### src/sv/mcops_pkg.sv
// shared types and constants for the most-credit output port selector
// no dependencies; used by mcops_ctrl, mcops_datapath and the top level
package mcops_pkg;

    // fixed widths of the item fields
    localparam int CAND_W   = 5;
    localparam int ELIG_W   = 20;
    localparam int PORT_W   = 3;
    localparam int VC_W     = 2;
    localparam int CRED_W   = 5;
    localparam int BEST_W   = 7;
    localparam int BEST_MAX = 127;

    // action codes
    localparam logic ACT_SELECT = 1'b0;
    localparam logic ACT_STATUS = 1'b1;

    typedef enum logic [0:0] {
        ST_IDLE,
        ST_SCAN
    } t_state;

    // controller to datapath
    typedef struct packed {
        logic write;   // rewrite one channel entry
        logic load;    // capture a select beat, clear the running best
        logic step;    // evaluate one port, advance the port counter
        logic emit;    // register the result and raise the strobe
    } t_dp_cmd;

    // datapath to controller
    typedef struct packed {
        logic last;    // port counter is on the last port
    } t_dp_stat;

endpackage

### src/sv/mcops_ctrl.sv
// controller state machine for the most-credit output port selector
// depends on mcops_pkg (state enum, command and status structs)
module mcops_ctrl (
    input  logic                i_clk,
    input  logic                i_rst_n,
    input  logic                i_start,
    input  logic                i_action,
    input  mcops_pkg::t_dp_stat i_stat,
    output mcops_pkg::t_dp_cmd  o_cmd,
    output logic                o_busy
);

    mcops_pkg::t_state r_state;
    mcops_pkg::t_state n_state;

    always_ff @(posedge i_clk) begin
        if (!i_rst_n) begin
            r_state <= mcops_pkg::ST_IDLE;
        end else begin
            r_state <= n_state;
        end
    end

    always_comb begin
        n_state = r_state;
        case (r_state)
            mcops_pkg::ST_IDLE: begin
                if (i_start && i_action == mcops_pkg::ACT_SELECT) begin
                    n_state = mcops_pkg::ST_SCAN;
                end
            end
            mcops_pkg::ST_SCAN: begin
                if (i_stat.last) begin
                    n_state = mcops_pkg::ST_IDLE;
                end
            end
            default: begin
                n_state = mcops_pkg::ST_IDLE;
            end
        endcase
    end

    always_comb begin
        o_cmd  = '0;
        o_busy = 1'b0;
        case (r_state)
            mcops_pkg::ST_IDLE: begin
                o_cmd.write = i_start && i_action == mcops_pkg::ACT_STATUS;
                o_cmd.load  = i_start && i_action == mcops_pkg::ACT_SELECT;
            end
            mcops_pkg::ST_SCAN: begin
                o_busy     = 1'b1;
                o_cmd.step = 1'b1;
                o_cmd.emit = i_stat.last;
            end
            default: begin
                o_busy = 1'b0;
            end
        endcase
    end

endmodule

### src/sv/mcops_datapath.sv
// datapath for the most-credit output port selector: channel store,
// per-port credit sum, running best compare and result registers; uses mcops_pkg
module mcops_datapath #(
    parameter int NUM_PORTS   = 5,
    parameter int NUM_VCS     = 4,
    parameter int MAX_CREDITS = 16
) (
    input  logic                                i_clk,
    input  logic                                i_rst_n,
    input  mcops_pkg::t_dp_cmd                  i_cmd,
    output mcops_pkg::t_dp_stat                 o_stat,
    input  logic [mcops_pkg::CAND_W-1:0]        i_port_candidates,
    input  logic [mcops_pkg::ELIG_W-1:0]        i_vc_eligible,
    input  logic [mcops_pkg::PORT_W-1:0]        i_status_port,
    input  logic [mcops_pkg::VC_W-1:0]          i_status_vc,
    input  logic                                i_status_avail,
    input  logic [mcops_pkg::CRED_W-1:0]        i_status_credits,
    output logic                                o_strobe,
    output logic [mcops_pkg::PORT_W-1:0]        o_chosen_port,
    output logic [mcops_pkg::BEST_W-1:0]        o_best_credits,
    output logic                                o_no_candidate
);

    localparam int CHANNELS   = NUM_PORTS * NUM_VCS;
    localparam int PW         = $clog2(NUM_PORTS);
    localparam int CAND_EXT_W = (NUM_PORTS > mcops_pkg::CAND_W) ? NUM_PORTS : mcops_pkg::CAND_W;
    localparam int ELIG_EXT_W = (CHANNELS > mcops_pkg::ELIG_W) ? CHANNELS : mcops_pkg::ELIG_W;
    localparam int CRED_MAX   = (1 << mcops_pkg::CRED_W) - 1;
    localparam int SUM_W      = $clog2(NUM_VCS * CRED_MAX + 1);

    // channel store, one row per port
    logic [mcops_pkg::CRED_W-1:0] r_cred [NUM_PORTS][NUM_VCS];
    logic [NUM_VCS-1:0]           r_avail [NUM_PORTS];

    // captured select beat and running best
    logic [NUM_PORTS-1:0] r_cand;
    logic [NUM_VCS-1:0]   r_elig [NUM_PORTS];
    logic [PW-1:0]        r_port;
    logic                 r_found;
    logic [PW-1:0]        r_best_port;
    logic [SUM_W-1:0]     r_best_sum;

    logic                         r_strobe;
    logic [mcops_pkg::PORT_W-1:0] r_chosen;
    logic [mcops_pkg::BEST_W-1:0] r_best_out;
    logic                         r_none;

    logic [CAND_EXT_W-1:0]        cand_ext;
    logic [ELIG_EXT_W-1:0]        elig_ext;
    logic [mcops_pkg::CRED_W-1:0] wr_cred;
    logic [SUM_W-1:0]             port_sum;
    logic                         take;
    logic                         n_found;
    logic [PW-1:0]                n_best_port;
    logic [SUM_W-1:0]             n_best_sum;
    logic [mcops_pkg::BEST_W-1:0] best_sat;

    // candidate bits beyond the port count drop out, missing eligible bits read zero
    assign cand_ext = CAND_EXT_W'(i_port_candidates);
    assign elig_ext = ELIG_EXT_W'(i_vc_eligible);

    assign wr_cred = (int'(i_status_credits) > MAX_CREDITS) ?
                     mcops_pkg::CRED_W'(MAX_CREDITS) : i_status_credits;

    always_ff @(posedge i_clk) begin
        if (!i_rst_n) begin
            for (int p = 0; p < NUM_PORTS; p++) begin
                r_avail[p] <= '0;
                for (int v = 0; v < NUM_VCS; v++) begin
                    r_cred[p][v] <= '0;
                end
            end
        end else if (i_cmd.write) begin
            // out-of-range port or channel matches no entry
            for (int p = 0; p < NUM_PORTS; p++) begin
                for (int v = 0; v < NUM_VCS; v++) begin
                    if (int'(i_status_port) == p && int'(i_status_vc) == v) begin
                        r_cred[p][v]  <= wr_cred;
                        r_avail[p][v] <= i_status_avail;
                    end
                end
            end
        end
    end

    always_comb begin
        port_sum = '0;
        for (int v = 0; v < NUM_VCS; v++) begin
            if (r_elig[r_port][v] && r_avail[r_port][v]) begin
                port_sum = port_sum + SUM_W'(r_cred[r_port][v]);
            end
        end
    end

    // strict greater keeps the lower port on ties
    assign take        = r_cand[r_port] && (!r_found || port_sum > r_best_sum);
    assign n_found     = r_found | take;
    assign n_best_port = take ? r_port : r_best_port;
    assign n_best_sum  = take ? port_sum : r_best_sum;
    assign best_sat    = (int'(n_best_sum) > mcops_pkg::BEST_MAX) ?
                         mcops_pkg::BEST_W'(mcops_pkg::BEST_MAX) :
                         mcops_pkg::BEST_W'(n_best_sum);

    always_ff @(posedge i_clk) begin
        if (i_cmd.load) begin
            r_cand <= cand_ext[NUM_PORTS-1:0];
            for (int p = 0; p < NUM_PORTS; p++) begin
                r_elig[p] <= elig_ext[p*NUM_VCS +: NUM_VCS];
            end
            r_port      <= '0;
            r_found     <= 1'b0;
            r_best_port <= '0;
            r_best_sum  <= '0;
        end else if (i_cmd.step) begin
            r_port      <= r_port + PW'(1);
            r_found     <= n_found;
            r_best_port <= n_best_port;
            r_best_sum  <= n_best_sum;
        end
    end

    always_ff @(posedge i_clk) begin
        if (!i_rst_n) begin
            r_strobe <= 1'b0;
        end else begin
            r_strobe <= i_cmd.emit;
        end
    end

    always_ff @(posedge i_clk) begin
        if (i_cmd.emit) begin
            r_chosen   <= mcops_pkg::PORT_W'(n_best_port);
            r_best_out <= best_sat;
            r_none     <= !n_found;
        end
    end

    assign o_stat.last    = (r_port == PW'(NUM_PORTS - 1));
    assign o_strobe       = r_strobe;
    assign o_chosen_port  = r_chosen;
    assign o_best_credits = r_best_out;
    assign o_no_candidate = r_none;

endmodule

### src/sv/most_credit_output_port_select_core.sv
// select beat: accepted, then one port evaluated per cycle; busy while the ports are scanned,
// result strobed in the first cycle busy is low; a new select beat is taken only when idle
// status beat: taken only while idle, written at the accepting edge, no result
// the port counter over the shared sum-and-compare unit sets the select rate
// synchronous active-low reset clears the channel store (zero credits, unavailable)
// and the controller; the result strobe cannot be stalled by the receiver
module most_credit_output_port_select_core #(
    parameter int NUM_PORTS   = 5,
    parameter int NUM_VCS     = 4,
    parameter int MAX_CREDITS = 16
) (
    input  logic                         i_clk,
    input  logic                         i_rst_n,
    input  logic                         start,
    output logic                         busy,
    input  logic                         i_action,
    input  logic [mcops_pkg::CAND_W-1:0] i_port_candidates,
    input  logic [mcops_pkg::ELIG_W-1:0] i_vc_eligible,
    input  logic [mcops_pkg::PORT_W-1:0] i_status_port,
    input  logic [mcops_pkg::VC_W-1:0]   i_status_vc,
    input  logic                         i_status_avail,
    input  logic [mcops_pkg::CRED_W-1:0] i_status_credits,
    output logic                         o_strobe,
    output logic [mcops_pkg::PORT_W-1:0] o_chosen_port,
    output logic [mcops_pkg::BEST_W-1:0] o_best_credits,
    output logic                         o_no_candidate
);

    mcops_pkg::t_dp_cmd  dp_cmd;
    mcops_pkg::t_dp_stat dp_stat;

    mcops_ctrl u_ctrl (
        .i_clk    (i_clk),
        .i_rst_n  (i_rst_n),
        .i_start  (start),
        .i_action (i_action),
        .i_stat   (dp_stat),
        .o_cmd    (dp_cmd),
        .o_busy   (busy)
    );

    mcops_datapath #(
        .NUM_PORTS   (NUM_PORTS),
        .NUM_VCS     (NUM_VCS),
        .MAX_CREDITS (MAX_CREDITS)
    ) u_datapath (
        .i_clk             (i_clk),
        .i_rst_n           (i_rst_n),
        .i_cmd             (dp_cmd),
        .o_stat            (dp_stat),
        .i_port_candidates (i_port_candidates),
        .i_vc_eligible     (i_vc_eligible),
        .i_status_port     (i_status_port),
        .i_status_vc       (i_status_vc),
        .i_status_avail    (i_status_avail),
        .i_status_credits  (i_status_credits),
        .o_strobe          (o_strobe),
        .o_chosen_port     (o_chosen_port),
        .o_best_credits    (o_best_credits),
        .o_no_candidate    (o_no_candidate)
    );

    // result shows only once the scan is over
    a_strobe_idle: assert property (@(posedge i_clk) disable iff (!i_rst_n)
        o_strobe |-> !busy)
        else $error("result strobe while scan still busy");

    // end of a scan always delivers a result
    a_scan_ends_in_result: assert property (@(posedge i_clk) disable iff (!i_rst_n)
        ($fell(busy) && $past(i_rst_n)) |-> o_strobe)
        else $error("scan ended without a result");

    // an accepted select beat starts a scan
    a_select_starts_scan: assert property (@(posedge i_clk) disable iff (!i_rst_n)
        (start && !busy && i_action == mcops_pkg::ACT_SELECT) |=> busy)
        else $error("select beat did not start a scan");

    // an empty candidate set reports port 0 and no credits
    a_empty_result: assert property (@(posedge i_clk) disable iff (!i_rst_n)
        (o_strobe && o_no_candidate) |-> (o_chosen_port == '0 && o_best_credits == '0))
        else $error("empty candidate result not cleared");

endmodule
### config.mk
export PLATFORM = sky130hd
export DESIGN_NAME = most_credit_output_port_select_core
export DESIGN_NICKNAME = d
export VERILOG_FILES = /design/src/sv/mcops_pkg.sv /design/src/sv/mcops_ctrl.sv /design/src/sv/mcops_datapath.sv /design/src/sv/most_credit_output_port_select_core.sv
export SDC_FILE = /design/constraint.sdc
export NUM_CORES = 1
export LEC_CHECK = 0
export BUFFER_PORTS_ARGS = -buffer_cell sky130_fd_sc_hd__buf_2
export CAP_MARGIN = 0
export CORE_MARGIN = 10
export CORE_UTILIZATION = 64
export CTS_BUF_LIST = sky130_fd_sc_hd__clkbuf_4 sky130_fd_sc_hd__clkbuf_8 sky130_fd_sc_hd__clkbuf_16
export CTS_CLUSTER_SIZE = 16
export DETAILED_ROUTE_END_ITERATION = 10
export PLACE_DENSITY = 0.83
export SLEW_MARGIN = 20
export SYNTH_ARGS = -nofsm -noshare
export SYNTH_HDL_FRONTEND = slang
export SYNTH_SLANG_ARGS = --single-unit
### constraint.sdc
create_clock -name i_clk -period 18.7 [get_ports i_clk]
set_clock_uncertainty 0.1 [all_clocks]
set_input_delay 2.805 -clock i_clk [delete_from_list [all_inputs] [get_ports i_clk]]
set_output_delay 2.805 -clock i_clk [all_outputs]
set_load 0.01 [all_outputs]
==> flow_summary.json, run 1 <==
{
  "status": "completed",
  "placed_area_um2": 8670,
  "fin_ws_ps": 11260,
  "hold_viol": 0,
  "yosysWarnings": 0,
  "cp_common_cell": "ha_1",
  "dp.cells": 901,
  "cts-resized-gates": 0,
  "cts_made_buffers": 17,
  "clock_latency_ps": 430,
  "drive_gt1_frac": 0.160,
  "final_area_um2": 9250,
  "cp_data_required_time_ps": 18790,
  "finalNonFillerCells": 933,
  "rsz0062_at_grt": "false",
  "clockBufferDepth": 2,
  "critPathKind": "reg2reg",
  "drc": 0,
  "routed_wl_mm": 19.3,
  "min-delay-path-class": "reg2reg",
  "cpMaxStageDelayCell": "dfxtp_1",
  "syn_avg_cell_area_um2": 11.8,
  "preCtsSetupSlack_ps": 11340,
  "grt_pass1_vias": 5626,
  "critPathMaxStageDelay_ps": 850,
  "die_w_um": 134,
  "cts_setup_buffers": 0,
  "power.total_uw": 1180,
  "power_frac_clock": 0.286,
  "grt_antenna_before_repair": 0,
  "grt_overflow": 0,
  "vdd_ir_drop_max_mv": 0.0731,
  "synth_seq_area_share": 0.606,
  "filler_cell_count": 833,
  "fin_crit_sh": 0.398,
  "fmax_ghz": 0.134,
  "grt_pass1_wl_mm": 30.5,
  "std_cell_rows": 41,
  "die_area_um2": 18000,
  "cts_hold_buf": 0,
  "synthCells": 707,
  "via_count": 5846,
  "switching_share": 0.326,
  "comb_power_share": 0.311,
  "portBuffers": 52,
  "finalSetupViolations": 0,
  "nets": 815,
  "synth_nets": 774,
  "gp_routability_congestion": 0.915,
  "ctsRootBufferMaster": "clkbuf_16",
  "dr.pass1.iters": 5,
  "synth_edf_count": 156,
  "track_usage": 0.216,
  "maxSlewHeadroom": 0.337,
  "drv_slew": 0,
  "ys_types": 63,
  "cts.sinks": 175,
  "ys_ff_latch": 175,
  "drv_cap": 0,
  "cts_tree": "done",
  "p_seq_frac": 0.403,
  "multi_input_area_um2": 3010,
  "diodes": 0,
  "synth_ff_type": "edfxtp_1",
  "p_int_uw": 797,
  "grt_max_degree": 44,
  "worstMarginPinSlew_ps": 992,
  "min_period_ps": 7440,
  "endpoint_kind": "register",
  "power_density_nw_per_um2": 128,
  "synth_area_um2": 8360,
  "htreeDepth": 4,
  "io_pins": 53,
  "register_area_um2": 5060,
  "core_um2": 12700,
  "tns_ps": 0,
  "cts.clk_slew.worst_paths_ps": 70,
  "synth-async-reset-ratio": 0,
  "switching_power_uw": 385,
  "crit_arrival_ps": 7520,
  "fp.dieH_um": 134,
  "worstPathMaxFanout": 25,
  "start_util": 0.657,
  "ant_nets": 0,
  "drtIter0Drc": 867,
  "place_hpwl_mm": 13.5,
  "worstSetupStartpointType": "register",
  "drt-wirelength-per-cell_um": 20.7,
  "p_leak_uw": 0.00364,
  "via_per_inst": 6.27,
  "syn_to_final_growth_pct": 10.7
}
## cell usage in the layout, fill, tap and decap left out, types with 4 or more instances in the layout
cell and instances:
nor3_1 5, xnor2_1 5, nor2_1 119, nand3_1 11, clkinv_4 4, nor3b_1 5, a211oi_1 8, mux4_2 18
ha_1 24, edfxtp_1 156, and3_1 6, nor2b_1 5, a21o_1 6, a211o_1 6, inv_6 4, dfxtp_1 19
mux2i_1 12, clkbuf_16 17, nand2_1 133, mux2_2 7, o21ai_1 4, o21ai_0 21, a21oi_1 16, buf_2 52
inv_1 29
## metal layers
layer / part of all wire / GRT usage
met3: 0.089 / 0.0429
met1: 0.37 / 0.269
met4: 0.023 / 0.0744
met5: 0 / 0
met2: 0.52 / 0.368
## cell usage after synthesis, types with 4 or more instances
cell type / instances / area, um^2
nor3b_1: 5 / 37.5
nand2_1: 133 / 499
nor2_1: 119 / 447
o21ai_1: 4 / 20.0
nand3_1: 11 / 55.1
ha_1: 24 / 300
edfxtp_1: 156 / 4680
mux4_2: 18 / 405
a211oi_1: 9 / 67.6
nor2b_1: 5 / 31.3
and3_1: 6 / 37.5
clkbuf_1: 22 / 82.6
nor3_1: 5 / 25.0
a21oi_1: 16 / 80.1
a21o_1: 6 / 45.0
mux2i_1: 12 / 120
a211o_1: 6 / 52.6
inv_1: 29 / 109
mux2_2: 7 / 78.8
xnor2_1: 5 / 43.8
o21ai_0: 21 / 105
dfxtp_1: 19 / 380
## critical path, delay by kind of cell, from the launching register on
kind                       cells  cell delay [ps]
adders and majority gates      4             1340
xor gates and xnor gates       2              210
DFF                            1              850
and+or+nand+nor                5              970
muxes                          2              660
AOI/OAI and AO/OA             12             2830
buffers and inverters          2              200
## power by group through the flow
stage	clock, uW	sequential (uW)	combinational (uW)
2_1_floorplan	0	476	284
3_3_place_gp	0	481	338
3_5_place_dp	0	483	356
4_1_cts	339	475	359
5_1_grt	356	478	405
6_report	338	476	368
## flip-flops by register name (all words and copies together) (netlist names), 3 cells and up, named ones only
register,flops
u_datapath.r_avail,20
u_datapath.r_best_sum,7
u_datapath.r_elig,20
u_datapath.r_cred,100
u_datapath.r_port,3
u_datapath.r_best_port,3
u_datapath.o_chosen_port,3
u_datapath.o_best_credits,7
u_datapath.r_cand,5
## logic make-up after synthesis
logic type               after synthesis  share of synthesized area
AND/OR/NAND/NOR                      303                      0.154
adder cells (fa/ha/maj)               27                     0.0431
AO/OA/AOI/OAI                         91                     0.0750
XOR/XNOR                               8                     0.0100
buffers and inverters                 63                     0.0344
multiplexers                          40                     0.0773
flip-flops                           175                      0.606
## metrics by stage
stage | utilization | hold slack (ps)
detailed placement | 0.682 | 393
CTS | 0.727 | 407
global route | 0.727 | 436
global placement | 0.682 | 362
finish | 0.727 | 400
floorplan | - | 352
## path summary, 6_finish.rpt
| kind | start | endpoint | slack, ps | cells after the start |
|---|---|---|---|---|
| worst max-delay path | register | u_datapath.o_best_credits[3] | 11260 | 27 |
| worst min-delay path | u_datapath.r_best_sum[5] | u_datapath.r_best_sum[5] | 400 | 2 |
| worst max register to register | register | u_datapath.o_best_credits[3] | 11260 | 27 |
| worst min register to register | u_datapath.r_best_sum[5] | u_datapath.r_best_sum[5] | 400 | 2 |
## final cells by class
class	instances	share of cell area
Clock buffer	19	0.0476
Timing Repair Buffer	54	0.0298
Inverter	31	0.0126
Tap cell	172	0.0233
Multi-Input combinational cell	469	0.325
Sequential cell	175	0.547
Clock inverter	13	0.0142
Power figures use the tool's default switching activity.
==> inputs of run 2 (changes only) <==
- CORE_UTILIZATION: 64 -> 61
- PLACE_DENSITY: 0.83 -> 0.8
- clock period: 18.7 -> 7.2 ns (I/O delays scaled with it)
==> run 2 against run 1 <==
Against the previous run: die area is 4.2% higher; non-clock buffer count rose by 8; first-iteration DRC count decreased by 13%; clock power rose to 2.7 times the previous value; design area increased by 0.99%; sequential share of layout area is 0.54 points lower.
==> flow_summary.json, run 2 (synthesized netlist as in run 1, its figures left out) <==
{
  "cts_made_buffers": 17,
  "power.total_uw": 3100,
  "io_pins": 53,
  "postLayoutCoreUtil": 0.700,
  "status": "completed",
  "track_usage": 0.219,
  "final_area_um2": 9340,
  "fp.dieH_um": 137,
  "clock_latency_ps": 430,
  "cp_data_required_time_ps": 7290,
  "nets": 823,
  "largest_reg_flops": 100,
  "drv_slew": 0,
  "drive_gt1_frac": 0.170,
  "start_util": 0.626,
  "portBuffers": 52,
  "preCtsSetupSlack_ps": 264,
  "gp_routability_congestion": 0.935,
  "diodes": 0,
  "cts.sinks": 175,
  "hold_viol": 0,
  "grt_pass1_wl_mm": 31.3,
  "cts.clk_slew.worst_paths_ps": 70,
  "fin_crit_sh": 0.945,
  "die_w_um": 137,
  "via_per_inst": 6.16,
  "hold-path-cell-count": 2,
  "fin_ws_ps": 397,
  "drt-wirelength-per-cell_um": 21.1,
  "drc": 0,
  "finalSetupViolations": 0,
  "cts_hold_buf": 0,
  "power_density_nw_per_um2": 332,
  "via_count": 5818,
  "final_common_cell": "edfxtp_1",
  "whs_ps": 411,
  "critPathKind": "reg2reg",
  "grt_antenna_before_repair": 0,
  "p_leak_uw": 0.00369,
  "syn_to_final_growth_pct": 11.8,
  "worstMarginPinSlew_ps": 959,
  "worstPathMaxFanout": 19,
  "ctsRootBufferMaster": "clkbuf_16",
  "drtIter0Drc": 757,
  "worstSetupStartpointType": "register",
  "dr.pass1.iters": 7,
  "cts_tree": "done",
  "core_um2": 13300,
  "die_area_um2": 18800,
  "std_cell_rows": 42,
  "vdd_ir_drop_max_mv": 0.186,
  "place_hpwl_mm": 14.1,
  "ant_nets": 0,
  "top_regs": "u_datapath.r_cred: 100 flops, u_datapath.r_avail: 20 flops, u_datapath.r_elig: 20 flops",
  "top_register": "u_datapath.r_cred",
  "grt_overflow": 0,
  "drv_cap": 0,
  "crit_arrival_ps": 6890,
  "endpoint_kind": "register",
  "min_period_ps": 6800,
  "layout_common_cells": "156 x edfxtp_1, 133 x nand2_1, 119 x nor2_1",
  "grt_max_degree": 44,
  "min-delay-path-class": "reg2reg",
  "maxSlewHeadroom": 0.359,
  "routed_wl_mm": 20.0,
  "placed_area_um2": 8740,
  "htreeDepth": 4,
  "grt_pass1_vias": 5630,
  "clockBufferDepth": 2,
  "r2r_cells": 24,
  "fmax_ghz": 0.147
}
run 2: changes by cell type in the layout (fill, tap and decap cells not counted), sizes merged:
cell	before	now
inv	35	33
clkbuf	19	20
buf	54	62
bufinv	1	2
run 2: metal layers:
layer | vias up | share of wire | routed length [um] | track usage
li1 | 2630 | - | - | -
met5 | - | 0 | 0 | 0
met4 | 0 | 0.027 | 535 | 0.0738
met1 | 2832 | 0.37 | 7440 | 0.269
met3 | 43 | 0.087 | 1730 | 0.0546
met2 | 313 | 0.51 | 10300 | 0.368
run 2: metrics by stage:
stage / cells / setup TNS [ps]
finish: 945 / 0
global route: 945 / -10.4
CTS: 945 / 0
detailed placement: 913 / 0
global placement: 913 / 0
floorplan: 707 / 0
run 2: area by class of cell:
cell class	instances	area, um^2
Timing Repair Buffer	62	335
Sequential cell	175	5060
Fill cell	893	4010
Clock inverter	12	134
Clock buffer	20	454
Tap cell	176	220
Multi-Input combinational cell	469	3020
Inverter	31	116
run 2: report_power, final:
part	internal (uW)	switching (uW)
Clock	530	384
Sequential	1190	55.3
Combinational	407	541
run 2: path summary, 6_finish.rpt:
kind	end	slack [ps]	startpoint
worst max register to register	u_datapath.o_best_credits[3]	400	register
worst min register to register	u_datapath.r_best_sum[5]	410	u_datapath.r_best_sum[5]
worst min-delay path	u_datapath.r_best_sum[5]	410	u_datapath.r_best_sum[5]
worst max-delay path	u_datapath.o_best_credits[3]	400	register
run 2: critical path: stages (launching register included):
cell      delay (ps)
dfxtp_1          450
buf_4            370
mux2_4           330
a221o_1          380
ha_1             260
inv_1             90
fa_1             410
mux2i_1          380
ha_1             330
a21o_1           160
a211o_1          290
o211ai_1         110
o21ai_0          130
ha_1             350
o21a_1           140
o31ai_1           90
a221oi_2         320
a2bb2o_1         190
a211o_1          170
nand2_1           70
ha_1             320
nand2_1           60
nor3_1           370
a211o_2          310
mux2_2           360
run 2: repair_timing:
item,in CTS,in global routing
resized for setup,0,4
endpoints found under the setup margin,0,18
setup buffers,0,0
==> inputs of run 3 (changes only) <==
- HOLD_SLACK_MARGIN: not set -> 0.05
- SYNTH_HIERARCHICAL: not set -> 1
==> run 3 against run 2 <==
Against the previous run: core utilization increased by 0.37 points; setup slack got worse by 43 ps; final cell count decreased by 4.7%; critical path depth decreased by 1; clock-buffer cell count decreased by 2; wire length decreased by 6.9%; die area increased by 0.23%; synthesized area increased by 0.27%; non-clock buffer count decreased by 4; largest cell class unchanged.
==> flow_summary.json, run 3 <==
{
  "status": "completed",
  "yosysWarnings": 6,
  "whs_ps": 356,
  "drive_gt1_frac": 0.203,
  "cts.clk_slew.worst_paths_ps": 70,
  "cts-resized-gates": 0,
  "switching_power_uw": 991,
  "dr.pass1.iters": 5,
  "cts_tree": "done",
  "worstMarginPinSlew_ps": 968,
  "cts_hold_buf": 0,
  "track_usage": 0.206,
  "htreeDepth": 4,
  "io_pins": 53,
  "synth-async-reset-ratio": 0,
  "place_hpwl_mm": 13.2,
  "ys_types": 59,
  "cts_made_buffers": 17,
  "via_per_inst": 6.16,
  "path_cells": "buf_12 -> mux2_4 -> a221o_1 -> ha_1 -> fa_1 -> xor2_1 -> mux2_4 -> ha_1 -> xor2_1 -> o31ai_1 -> a21bo_2 -> ha_1 -> o21ai_0 -> o21bai_1 -> a21o_1 -> and2_1 -> xnor3_1 -> ha_1 -> a21o_1 -> a211oi_1 -> and3_1 -> or3_1 -> mux2_2",
  "tns_ps": 0,
  "final_common_cell": "edfxtp_1",
  "timing.rr.end": "u_datapath/o_chosen_port[0]",
  "cp_top_family": "compound AO/OA/AOI/OAI gates",
  "synth_edf_count": 156,
  "ctsRootBufferMaster": "clkbuf_16",
  "gp_routability_congestion": 0.935,
  "worstSetupStartpointType": "register",
  "critPathMaxStageDelay_ps": 490,
  "cpMaxStageDelayCell": "dfxtp_1",
  "std_cell_rows": 42,
  "hold_viol": 0,
  "top_regs": "u_datapath/r_cred: 100 flops, u_datapath/r_avail: 20 flops, u_datapath/r_elig: 20 flops",
  "filler_cell_count": 918,
  "synth_ff_type": "edfxtp_1",
  "power_density_nw_per_um2": 336,
  "fmax_ghz": 0.146,
  "die_w_um": 137,
  "core_um2": 13300,
  "endpoint_kind": "register",
  "fin_crit_sh": 0.951,
  "synthTopCellsByCount": "156 x edfxtp_1, 120 x nor2_1, 81 x nand2_1",
  "drv_cap": 0,
  "min_period_ps": 6850,
  "layout_common_cells": "156 x edfxtp_1, 120 x nor2_1, 81 x nand2_1",
  "register_area_um2": 5060,
  "top_register": "u_datapath/r_cred",
  "grt_antenna_before_repair": 0,
  "comb_power_share": 0.313,
  "critPathKind": "reg2reg",
  "power_frac_clock": 0.294,
  "grt_pass1_vias": 5630,
  "cp.buffers_inverters": 1,
  "r2r_cells": 23,
  "portBuffers": 52,
  "worstPathMaxFanout": 30,
  "cp.depth": 23,
  "synth_nets": 733,
  "multi_input_area_um2": 3120,
  "cp_data_required_time_ps": 7280,
  "vdd_ir_drop_max_mv": 0.281,
  "clockBufferDepth": 2,
  "endpoint": "u_datapath/o_chosen_port[0]",
  "synth_area_um2": 8380,
  "fp.dieH_um": 137,
  "crit_arrival_ps": 6930,
  "syn_to_final_growth_pct": 12.1,
  "drtIter0Drc": 548,
  "cp_common_cell": "ha_1",
  "synthTopCellsByArea": "edfxtp_1 56%, nor2_1 5.4%, dfxtp_1 4.5%",
  "yosys.area.top_type": "edfxtp_1",
  "finalSetupViolations": 0,
  "ant_nets": 0,
  "postLayoutCoreUtil": 0.704,
  "diodes": 0,
  "min-delay-path-class": "reg2reg",
  "p_int_uw": 2160,
  "grt_pass1_wl_mm": 29.9,
  "drc": 0,
  "synth_seq_area_share": 0.605,
  "p_leak_uw": 0.00361,
  "maxSlewHeadroom": 0.354,
  "via_count": 5550,
  "switching_share": 0.314,
  "grt_overflow": 0,
  "cts.sinks": 175,
  "cts_setup_buffers": 0,
  "rsz0062_at_grt": "false",
  "final_area_um2": 9390,
  "grt_max_degree": 45,
  "ys_ff_latch": 175,
  "syn_avg_cell_area_um2": 12.6,
  "die_area_um2": 18800,
  "nets": 780,
  "routed_wl_mm": 18.6,
  "drt-wirelength-per-cell_um": 20.7,
  "largest_reg_flops": 100,
  "placed_area_um2": 8780,
  "drv_slew": 0,
  "r2r_slack_ps": 350,
  "yosysMostFrequentCell": "edfxtp_1",
  "yosysTopAreaCellShare": 0.559,
  "synthCells": 665,
  "clock_latency_ps": 430,
  "start_util": 0.628,
  "p_seq_frac": 0.393
}
[run 3: worst min path at each step]
stage                              start                        end  cells past startpoint
6_report       u_datapath/r_best_port[0]  u_datapath/r_best_port[0]                      2
3_5_place_dp   u_datapath/r_best_port[0]  u_datapath/r_best_port[0]                      2
5_1_grt        u_datapath/r_best_port[1]  u_datapath/r_best_port[1]                      2
4_1_cts        u_datapath/r_best_port[0]  u_datapath/r_best_port[0]                      2
2_1_floorplan  u_datapath/r_best_port[0]  u_datapath/r_best_port[0]                      2
3_3_place_gp   u_datapath/r_best_port[0]  u_datapath/r_best_port[0]                      2
[run 3: kinds of logic (layout without fill, tap and decap cells)]
kind of cell / count (synthesis) / in the layout / share of synthesized area
fa+ha+maj: 28 / 28 / 0.0445
xor+xnor: 10 / 10 / 0.0121
mux: 59 / 59 / 0.102
flops: 175 / 175 / 0.605
simple gates: 258 / 258 / 0.135
compound gates: 87 / 87 / 0.0765
buf+inv: 48 / 108 / 0.0254
[run 3: area by class of cell]
type | instances | area share
multi-input cells | 442 | 0.332
inverters | 18 | 0.00719
well taps | 176 | 0.0234
clock inverters | 14 | 0.0179
clock buffers | 18 | 0.0461
repair buffers | 58 | 0.0338
flip-flops and latches | 175 | 0.539
[run 3: stage by stage]
step                cells  worst slack [ps]  power, uW
floorplan             665               558       1990
global placement      869               587       2160
detailed placement    869               410       2210
CTS                   901               379       3140
global route          901              58.7       3300
finish                901               354       3160
[run 3: routing by layer]
layer | GRT usage | vias up | part of all wire
met5 | 0 | - | 0
met4 | 0.0720 | 0 | 0.020
met3 | 0.0546 | 29 | 0.081
met2 | 0.349 | 272 | 0.51
met1 | 0.250 | 2712 | 0.39
li1 | - | 2537 | -
[run 3: power groups by stage]
| stage | clock [uW] | combinational, uW | sequential [uW] |
|---|---|---|---|
| finish | 928 | 989 | 1240 |
| floorplan | 0 | 760 | 1230 |
| global route | 977 | 1080 | 1250 |
| CTS | 937 | 966 | 1240 |
| global placement | 0 | 907 | 1250 |
| detailed placement | 0 | 952 | 1260 |
[run 3: worst register-to-register path, stage by stage (launching register included)]
cell	delay, ps
dfxtp_1	490
buf_12	250
mux2_4	330
a221o_1	360
ha_1	240
fa_1	420
xor2_1	180
mux2_4	300
ha_1	340
xor2_1	180
o31ai_1	80
a21bo_2	260
ha_1	320
o21ai_0	280
o21bai_1	110
a21o_1	220
and2_1	160
xnor3_1	220
ha_1	310
a21o_1	170
a211oi_1	300
and3_1	350
or3_1	260
mux2_2	360
